==> config.mk <==
export PLATFORM = sky130hd
export DESIGN_NAME = integer_matrix_determinant
export DESIGN_NICKNAME = d
export VERILOG_FILES = /design/src/hw/rtl/imd_pkg.sv /design/src/hw/rtl/imd_limb_cell.sv /design/src/hw/rtl/imd_mac.sv /design/src/hw/rtl/integer_matrix_determinant.sv
export SDC_FILE = /design/constraint.sdc
export NUM_CORES = 2
export LEC_CHECK = 0
export ABC_AREA = 1
export BUFFER_PORTS_ARGS = -buffer_cell sky130_fd_sc_hd__buf_2
export CORE_ASPECT_RATIO = 0.9
export CORE_UTILIZATION = 44
export CTS_BUF_LIST = sky130_fd_sc_hd__clkbuf_4
export DETAILED_ROUTE_END_ITERATION = 16
export GPL_TIMING_DRIVEN = 0
export SYNTH_ARGS = -nofsm -noshare
export SYNTH_HDL_FRONTEND = slang
export SYNTH_SLANG_ARGS = --single-unit
==> constraint.sdc <==
create_clock -name clock -period 7.71 [get_ports clock]
set_clock_uncertainty 0.1 [all_clocks]
set_input_delay 0.771 -clock clock [delete_from_list [all_inputs] [get_ports clock]]
set_output_delay 0.771 -clock clock [all_outputs]
set_load 0.02 [all_outputs]
==> src/hw/rtl/imd_pkg.sv <==
// shared constants and types of the integer matrix determinant block
// no dependencies
package imd_pkg;

   localparam int ORDER_W       = 3;
   localparam int ELEM_W        = 16;
   localparam int LIMB_W        = 16;
   localparam int DET_W         = 64;
   localparam int DEF_MAX_ORDER = 4;
   localparam int PADDR_W       = 3;
   localparam int PDATA_W       = 32;

   localparam logic REG_ORDER = 1'b0;
   localparam logic [ORDER_W-1:0] ORDER_RESET = 3'd1;

   localparam logic [DET_W-1:0] DET_MAX = {1'b0, {(DET_W-1){1'b1}}};
   localparam logic [DET_W-1:0] DET_MIN = {1'b1, {(DET_W-1){1'b0}}};

   typedef struct packed {
      logic shift;
      logic init;
   } cell_ctl_type;

   typedef struct packed {
      logic clear;
      logic step;
   } mac_ctl_type;

endpackage

==> src/hw/rtl/imd_limb_cell.sv <==
// one limb of the running product ring, shifts towards the head each step
// depends on imd_pkg
module imd_limb_cell #(
   parameter logic [imd_pkg::LIMB_W-1:0] INIT_VALUE = '0
) (
   input  logic                        clock,
   input  imd_pkg::cell_ctl_type       ctl,
   input  logic [imd_pkg::LIMB_W-1:0]  shift_in,
   output logic [imd_pkg::LIMB_W-1:0]  limb
);

   logic [imd_pkg::LIMB_W-1:0] limb_ff;
   logic [imd_pkg::LIMB_W-1:0] limb_in;

   always_comb begin
      limb_in = limb_ff;
      if (ctl.init) begin
         limb_in = INIT_VALUE;
      end else if (ctl.shift) begin
         limb_in = shift_in;
      end
   end

   always_ff @(posedge clock) begin
      limb_ff <= limb_in;
   end

   assign limb = limb_ff;

endmodule

==> src/hw/rtl/imd_mac.sv <==
// limb multiplier at the head of the ring, carry held between beats
// depends on imd_pkg
module imd_mac (
   input  logic                        clock,
   input  imd_pkg::mac_ctl_type        ctl,
   input  logic [imd_pkg::LIMB_W-1:0]  limb_in,
   input  logic [imd_pkg::LIMB_W-1:0]  mag,
   output logic [imd_pkg::LIMB_W-1:0]  limb_out
);

   localparam int PW = 2 * imd_pkg::LIMB_W;

   logic [imd_pkg::LIMB_W-1:0] carry_ff;
   logic [imd_pkg::LIMB_W-1:0] carry_in;
   logic [PW-1:0]              prod;

   // limb * mag + carry never exceeds 2^32 - 1
   assign prod = PW'(limb_in) * PW'(mag) + PW'(carry_ff);
   assign limb_out = prod[imd_pkg::LIMB_W-1:0];

   always_comb begin
      carry_in = carry_ff;
      if (ctl.clear) begin
         carry_in = '0;
      end else if (ctl.step) begin
         carry_in = prod[PW-1:imd_pkg::LIMB_W];
      end
   end

   always_ff @(posedge clock) begin
      carry_ff <= carry_in;
   end

endmodule

==> src/hw/rtl/integer_matrix_determinant.sv <==
// determinant of an n x n signed matrix, n = order (1..MAX_ORDER), loaded row-major
// elements are taken one per cycle while the block is in its load state; the result
// is set by the limb ring that multiplies each permutation product one 16-bit limb
// per cycle; a stalled result holds back only the finish step, the next matrix may
// load meanwhile
// synchronous active-high reset: order 1, count zero, no result pending
module integer_matrix_determinant #(
   parameter int MAX_ORDER = imd_pkg::DEF_MAX_ORDER
) (
   input  logic                                clock,
   input  logic                                reset,
   input  logic                                req_valid,
   output logic                                req_stall,
   input  logic signed [imd_pkg::ELEM_W-1:0]   req_element,
   output logic                                rsp_valid,
   input  logic                                rsp_stall,
   output logic signed [imd_pkg::DET_W-1:0]    rsp_determinant,
   output logic                                rsp_overflow,
   input  logic                                psel,
   input  logic                                penable,
   input  logic                                pwrite,
   input  logic [imd_pkg::PADDR_W-1:0]         paddr,
   input  logic [imd_pkg::PDATA_W-1:0]         pwdata,
   output logic [imd_pkg::PDATA_W-1:0]         prdata,
   output logic                                pready
);

   localparam int OW    = imd_pkg::ORDER_W;
   localparam int LW    = imd_pkg::LIMB_W;
   localparam int EW    = imd_pkg::ELEM_W;
   localparam int DW    = imd_pkg::DET_W;
   localparam int DEPTH = MAX_ORDER * MAX_ORDER;
   localparam int AW    = (DEPTH > 1) ? $clog2(DEPTH) : 1;
   localparam int CW    = $clog2(DEPTH + 1);
   localparam int NLIMB = MAX_ORDER;
   localparam int RW    = (MAX_ORDER > 1) ? $clog2(MAX_ORDER) : 1;
   localparam int ACC_W = LW * (MAX_ORDER + 1);
   localparam int XW    = (ACC_W > DW) ? ACC_W : DW;

   typedef enum logic [2:0] {
      ST_LOAD, ST_START, ST_FETCH, ST_MUL, ST_NEXT, ST_FINISH
   } state_type;

   state_type state_ff, state_in;

   logic [OW-1:0]  order_ff, order_in;
   logic [CW-1:0]  count_ff, count_in;
   logic [OW-1:0]  digit_ff [MAX_ORDER];
   logic [OW-1:0]  digit_in [MAX_ORDER];
   logic [RW-1:0]  row_ff, row_in;
   logic [RW-1:0]  k_ff, k_in;
   logic [AW-1:0]  base_ff, base_in;
   logic [MAX_ORDER-1:0] used_ff, used_in;
   logic           negpar_ff, negpar_in;
   logic signed [ACC_W-1:0] acc_ff, acc_in;
   logic           add_en_ff, add_en_in;
   logic [LW-1:0]  add_limb_ff, add_limb_in;
   logic [RW-1:0]  add_pos_ff, add_pos_in;
   logic           add_neg_ff, add_neg_in;
   logic           rsp_valid_ff, rsp_valid_in;
   logic [DW-1:0]  det_ff, det_in;
   logic           ovf_ff, ovf_in;

   logic [EW-1:0]  mem [DEPTH];
   logic [EW-1:0]  rd_ff;
   logic           wr_en;
   logic [AW-1:0]  rd_addr;
   logic           rd_en;

   logic [OW-1:0]  n;
   logic [CW-1:0]  nsq;
   logic           req_accept;
   logic           csr_write;
   logic           last_row;
   logic           last_limb;
   logic [RW-1:0]  col;
   logic [OW-1:0]  col_cnt;
   logic           col_found;
   logic           parity;
   logic           wrap;
   logic           carry;
   logic [LW-1:0]  mag;
   logic [ACC_W-1:0] addend;
   logic signed [XW-1:0] accx;
   logic [XW-DW:0] acc_top;
   logic           fits;

   logic [LW-1:0]  limb [NLIMB];
   logic [LW-1:0]  mac_out;
   imd_pkg::cell_ctl_type cell_ctl;
   imd_pkg::mac_ctl_type  mac_ctl;

   assign n = (order_ff == '0) ? OW'(1)
            : ((order_ff > OW'(MAX_ORDER)) ? OW'(MAX_ORDER) : order_ff);
   assign nsq = CW'(n) * CW'(n);
   assign req_stall  = (state_ff != ST_LOAD);
   assign req_accept = req_valid & ~req_stall;
   assign csr_write  = psel & penable & pwrite;
   assign last_row   = (OW'(row_ff) == n - OW'(1));
   assign last_limb  = (k_ff == RW'(NLIMB - 1));
   assign mag = rd_ff[EW-1] ? LW'(~rd_ff + EW'(1)) : LW'(rd_ff);

   // c-th free column, c being this row's lehmer digit
   always_comb begin
      col = '0;
      col_cnt = '0;
      col_found = 1'b0;
      for (int j = 0; j < MAX_ORDER; j++) begin
         if (!used_ff[j] && !col_found) begin
            if (col_cnt == digit_ff[row_ff]) begin
               col = RW'(j);
               col_found = 1'b1;
            end else begin
               col_cnt = col_cnt + OW'(1);
            end
         end
      end
   end

   // inversion count of the permutation is the digit sum
   always_comb begin
      parity = 1'b0;
      for (int i = 0; i < MAX_ORDER; i++) begin
         parity = parity ^ digit_ff[i][0];
      end
   end

   assign addend = ACC_W'(add_limb_ff) << (LW * add_pos_ff);
   assign accx = XW'(acc_ff);
   assign acc_top = accx[XW-1:DW-1];
   assign fits = (&acc_top) | ~(|acc_top);

   always_comb begin
      state_in     = state_ff;
      order_in     = order_ff;
      count_in     = count_ff;
      digit_in     = digit_ff;
      row_in       = row_ff;
      k_in         = k_ff;
      base_in      = base_ff;
      used_in      = used_ff;
      negpar_in    = negpar_ff;
      acc_in       = acc_ff;
      add_en_in    = 1'b0;
      add_limb_in  = mac_out;
      add_pos_in   = k_ff;
      add_neg_in   = parity ^ negpar_ff ^ rd_ff[EW-1];
      rsp_valid_in = rsp_valid_ff;
      det_in       = det_ff;
      ovf_in       = ovf_ff;
      wr_en        = 1'b0;
      rd_en        = 1'b0;
      rd_addr      = base_ff + AW'(col);
      cell_ctl     = '0;
      mac_ctl      = '0;
      wrap         = 1'b0;
      carry        = 1'b1;

      if (rsp_valid_ff && !rsp_stall) begin
         rsp_valid_in = 1'b0;
      end
      if (add_en_ff) begin
         acc_in = add_neg_ff ? acc_ff - signed'(addend) : acc_ff + signed'(addend);
      end

      unique case (state_ff)
         ST_LOAD: begin
            if (req_accept) begin
               wr_en = 1'b1;
               if (count_ff + CW'(1) == nsq) begin
                  count_in = '0;
                  acc_in   = '0;
                  for (int i = 0; i < MAX_ORDER; i++) begin
                     digit_in[i] = '0;
                  end
                  state_in = ST_START;
               end else begin
                  count_in = count_ff + CW'(1);
               end
            end
         end
         ST_START: begin
            row_in    = '0;
            base_in   = '0;
            used_in   = '0;
            negpar_in = 1'b0;
            cell_ctl.init = 1'b1;
            state_in  = ST_FETCH;
         end
         ST_FETCH: begin
            rd_en = 1'b1;
            used_in[col] = 1'b1;
            mac_ctl.clear = 1'b1;
            k_in = '0;
            state_in = ST_MUL;
         end
         ST_MUL: begin
            cell_ctl.shift = 1'b1;
            mac_ctl.step   = 1'b1;
            add_en_in      = last_row;
            if (last_limb) begin
               negpar_in = negpar_ff ^ rd_ff[EW-1];
               if (last_row) begin
                  state_in = ST_NEXT;
               end else begin
                  row_in   = row_ff + RW'(1);
                  base_in  = base_ff + AW'(n);
                  state_in = ST_FETCH;
               end
            end else begin
               k_in = k_ff + RW'(1);
            end
         end
         ST_NEXT: begin
            for (int i = MAX_ORDER - 1; i >= 0; i--) begin
               if ((OW'(i) < n - OW'(1)) && carry) begin
                  if (digit_ff[i] == n - OW'(1) - OW'(i)) begin
                     digit_in[i] = '0;
                  end else begin
                     digit_in[i] = digit_ff[i] + OW'(1);
                     carry = 1'b0;
                  end
               end
            end
            wrap = carry;
            state_in = wrap ? ST_FINISH : ST_START;
         end
         ST_FINISH: begin
            // wait here while the previous result beat is still held
            if (!rsp_valid_ff || !rsp_stall) begin
               rsp_valid_in = 1'b1;
               det_in = fits ? accx[DW-1:0]
                      : (accx[XW-1] ? imd_pkg::DET_MIN : imd_pkg::DET_MAX);
               ovf_in = ~fits;
               state_in = ST_LOAD;
            end
         end
         default: begin
            state_in = ST_LOAD;
         end
      endcase

      if (csr_write && paddr[2] == imd_pkg::REG_ORDER) begin
         order_in = pwdata[OW-1:0];
         count_in = '0;
      end
   end

   always_ff @(posedge clock) begin
      if (reset) begin
         state_ff     <= ST_LOAD;
         order_ff     <= imd_pkg::ORDER_RESET;
         count_ff     <= '0;
         rsp_valid_ff <= 1'b0;
         add_en_ff    <= 1'b0;
      end else begin
         state_ff     <= state_in;
         order_ff     <= order_in;
         count_ff     <= count_in;
         rsp_valid_ff <= rsp_valid_in;
         add_en_ff    <= add_en_in;
      end
      digit_ff    <= digit_in;
      row_ff      <= row_in;
      k_ff        <= k_in;
      base_ff     <= base_in;
      used_ff     <= used_in;
      negpar_ff   <= negpar_in;
      acc_ff      <= acc_in;
      add_limb_ff <= add_limb_in;
      add_pos_ff  <= add_pos_in;
      add_neg_ff  <= add_neg_in;
      det_ff      <= det_in;
      ovf_ff      <= ovf_in;
   end

   always_ff @(posedge clock) begin
      if (wr_en) begin
         mem[count_ff[AW-1:0]] <= req_element;
      end
      if (rd_en) begin
         rd_ff <= mem[rd_addr];
      end
   end

   // product ring: limb 0 feeds the multiplier, the new limb enters at the tail
   for (genvar g = 0; g < NLIMB; g++) begin : g_cell
      logic [LW-1:0] shift_src;
      if (g == NLIMB - 1) begin : g_tail
         assign shift_src = mac_out;
      end else begin : g_body
         assign shift_src = limb[g+1];
      end
      imd_limb_cell #(
         .INIT_VALUE((g == 0) ? LW'(1) : LW'(0))
      ) u_cell (
         .clock    (clock),
         .ctl      (cell_ctl),
         .shift_in (shift_src),
         .limb     (limb[g])
      );
   end

   imd_mac u_mac (
      .clock    (clock),
      .ctl      (mac_ctl),
      .limb_in  (limb[0]),
      .mag      (mag),
      .limb_out (mac_out)
   );

   assign rsp_valid       = rsp_valid_ff;
   assign rsp_determinant = det_ff;
   assign rsp_overflow    = ovf_ff;
   assign prdata          = imd_pkg::PDATA_W'(order_ff);
   assign pready          = 1'b1;

endmodule

==> results_dict.tcl <==
set metrics [dict create \
    status "finished clean" \
    synth_top_area_share_pct 27.13 \
    grt-ovfl-total 0 \
    synthTopCellsByCount "895 x inv_1, 764 x nand2_1, 685 x nor2_1" \
    finalCritPeriodShare_pct 95.15 \
    clockRootBuffer "clkbuf_4" \
    wl_met1_um 61590 \
    antenna_found_initial 6 \
    drc 0 \
    yosysTopAreaCell "edfxtp_1" \
    ant_nets 0 \
    layout.cells.non_filler 6564 \
    hold_viol_final 0 \
    cpLargestDelayFamily "adder cells" \
    ys_ff_latch 554 \
    synth_area_leaders "edfxtp_1 27%, fa_1 11%, dfxtp_1 9.6%" \
    cp_num_buf_inv 10 \
    htreeDepth 4 \
    crit_slowest_cell "fa_1" \
    cts.clk_slew.worst_paths_ns 0.06 \
    finalSetupViolCount 0 \
    synth-edff-count 362 \
    syn_avg_cell_area_um2 8.061 \
    areaGrowthSynthToFinish_pct 11.82 \
    globalplace.congestion 1.021 \
    dp_hpwl_um 108200 \
    ys.flop_type "edfxtp_1" \
    layout-drive-gt1-share_pct 10.34 \
    slew_violations 0 \
    met2WireLength_um 56680 \
    hold_slack_ns 0.1353 \
    cp.required_ns 8.52 \
    io_pins 158 \
    max_freq_ghz 0.1363 \
    drt_iter0_markers 3337 \
    cpPeakStageDelay_ns 0.54 \
    worst_pin_slew_ns 1.220 \
    drt_pre_antenna_iters 6 \
    met3_length_um 13110 \
    path_class "reg2reg" \
    crit_top_cell "inv_1" \
    syn_inst 4971 \
    routed.top_layer "met4" \
    critPathLaunch "rd_ff[0]" \
    grt_max_degree 34 \
    relSlewSlack_pct 17.79 \
    arrival_ns 8.14 \
    worstHoldPathType "in2reg" \
    cts_buffers 147 \
    die_h_um 288.3 \
    ir_worst_vdd_mv 0.1736 \
    first_global_vias 33720 \
    numPortBuffers 96 \
    core-area_um2 89790 \
    start_util_pct 44.63 \
    cts_tree "done" \
    final_nets 5769 \
    clk_latency_ns 1.06 \
    hold_path.startpoint "paddr[2]" \
    wl_per_cell_um 20.66 \
    yosys.cell_types.count 60 \
    dieArea_um2 92290 \
    grt_pass1_wl_um 203200 \
    wl_um 135600 \
    rows 104 \
    post-route-min-period_ns 7.336 \
    maxCapViolations 0 \
    fillers 8974 \
    r2r_slack_ns 0.37 \
    cts_buffer_depth 3 \
    critical_path.max_fanout 10 \
    via_per_inst 5.382 \
    startpoint_type "flip-flop" \
    die_w_um 320.1 \
    grtUsageTotal_pct 29.46 \
    end_kind "flip-flop" \
    syn_area_um2 40070 \
    yosysMostFrequentCell "inv_1" \
    num_vias 35330 \
    yosysWarnings 0 \
    cts_sinks 554 \
    synth_seq_area_share_pct 36.72 \
    power_uw 10880 \
    placed_cells 6271 \
    p_per_area_nw_per_um2 242.7 \
    synthArstFlopShare_pct 0 \
    reg2reg_from "rd_ff[0]" \
    power.leakage_uw 0.01984 \
]
worst reg2reg max path, delay by kind of cell, from the launching register on:
kind	cells	cell delay, ns
adders and majority gates	8	3.62
and+or+nand+nor	9	0.95
xor gates and xnor gates	1	0.25
AOI/OAI and AO/OA	5	1.06
DFF	1	0.44
buffers and inverters	10	0.83
kinds of logic after synthesis:
logic type,Yosys count,share of synthesized area (%)
and+or+nand+nor,1824,19.01
buffers and inverters,1109,10.87
AOI/OAI and AO/OA,903,12.71
DFF,554,36.72
adders and majority gates,424,17.23
xor gates and xnor gates,138,3.016
muxes,17,0.4246
other,2,0.01874
routing by layer:
| layer | GRT usage [%] | vias up |
|---|---|---|
| met1 | 42.51 | 16790 |
| met4 | 10.02 | 0 |
| met2 | 43.60 | 1523 |
| li1 | - | 16810 |
| met5 | 0 | - |
| met3 | 6.403 | 206 |
power by group:
group          total, uW  switching [uW]  internal (uW)
clock               2670            1340           1340
sequential          3540             163           3380
combinational       4660            3270           1390
layout make-up:
type	instances	area, um^2	share of cell area, %
multi-input combinational	3337	21400	47.76
sequential	554	14710	32.84
inverter	917	3460	7.721
clock buffer	215	1614	3.602
tap	1166	1459	3.256
buffer	190	945.9	2.111
timing repair buffer	140	929.6	2.075
clock inverter	41	276.5	0.6171
antenna	4	10.01	0.02234
layout by cell type (no fill, tap or decap), types with 26 or more instances in the layout:
| master | netlist | final |
|---|---|---|
| o32ai_1 | 47 | 47 |
| fa_1 | 213 | 210 |
| buf_2 | 14 | 110 |
| nor3_1 | 50 | 44 |
| ha_1 | 211 | 207 |
| nand4_1 | 46 | 46 |
| conb_1 | 2 | 31 |
| xnor2_1 | 48 | 47 |
| clkbuf_4 | 0 | 217 |
| clkinv_1 | 10 | 26 |
| a21oi_1 | 276 | 272 |
| xor2_1 | 90 | 86 |
| inv_1 | 895 | 891 |
| nor2_1 | 685 | 667 |
| edfxtp_1 | 362 | 362 |
| clkbuf_1 | 128 | 117 |
| dfxtp_1 | 192 | 192 |
| o21ai_0 | 400 | 397 |
| nand2_1 | 764 | 756 |
| nand3_1 | 196 | 192 |
| buf_4 | 37 | 53 |
| nand3_2 | 23 | 26 |
| o22ai_1 | 49 | 49 |
final timing paths:
path                        end  cells after the start
max          u_mac.carry_ff[11]                     33
min                 order_ff[2]                      5
max reg2reg  u_mac.carry_ff[11]                     33
min reg2reg       add_pos_ff[1]                      0
state kept, by name (all words and copies together) (netlist names), 3 cells and up:
name,cells
mem,256
acc_ff,80
g_cell.u_cell.limb,64
rsp_determinant,64
add_limb_ff,16
rd_ff,16
u_mac.carry_ff,16
digit_ff,12
count_ff,5
base_ff,4
used_ff,4
order_ff,3
state_ff,3
stage by stage:
| step | setup slack [ns] | util [%] | setup TNS, ns | instance area, um^2 |
|---|---|---|---|---|
| after floorplan | 0.5501 | - | 0 | 40180 |
| after global placement | -1.852 | 46.91 | -25.02 | 42120 |
| after detailed placement | -1.758 | 47.12 | -24.22 | 42310 |
| after CTS | 0.003693 | 49.61 | 0 | 44550 |
| after global routing | -0.02411 | 49.90 | -0.02771 | 44810 |
| final | 0.3736 | 49.91 | 0 | 44810 |
what timing repair did:
action                                  in CTS  in global routing
cloned                                       0                  0
gates resized for setup                     27                 59
endpoints found under the hold margin      129                  0
endpoints found under the setup margin      24                 20
hold buffers                                21                  0
pin swaps                                    3                 19
setup buffers                                3                 11
(Power assumes the default switching activity.)
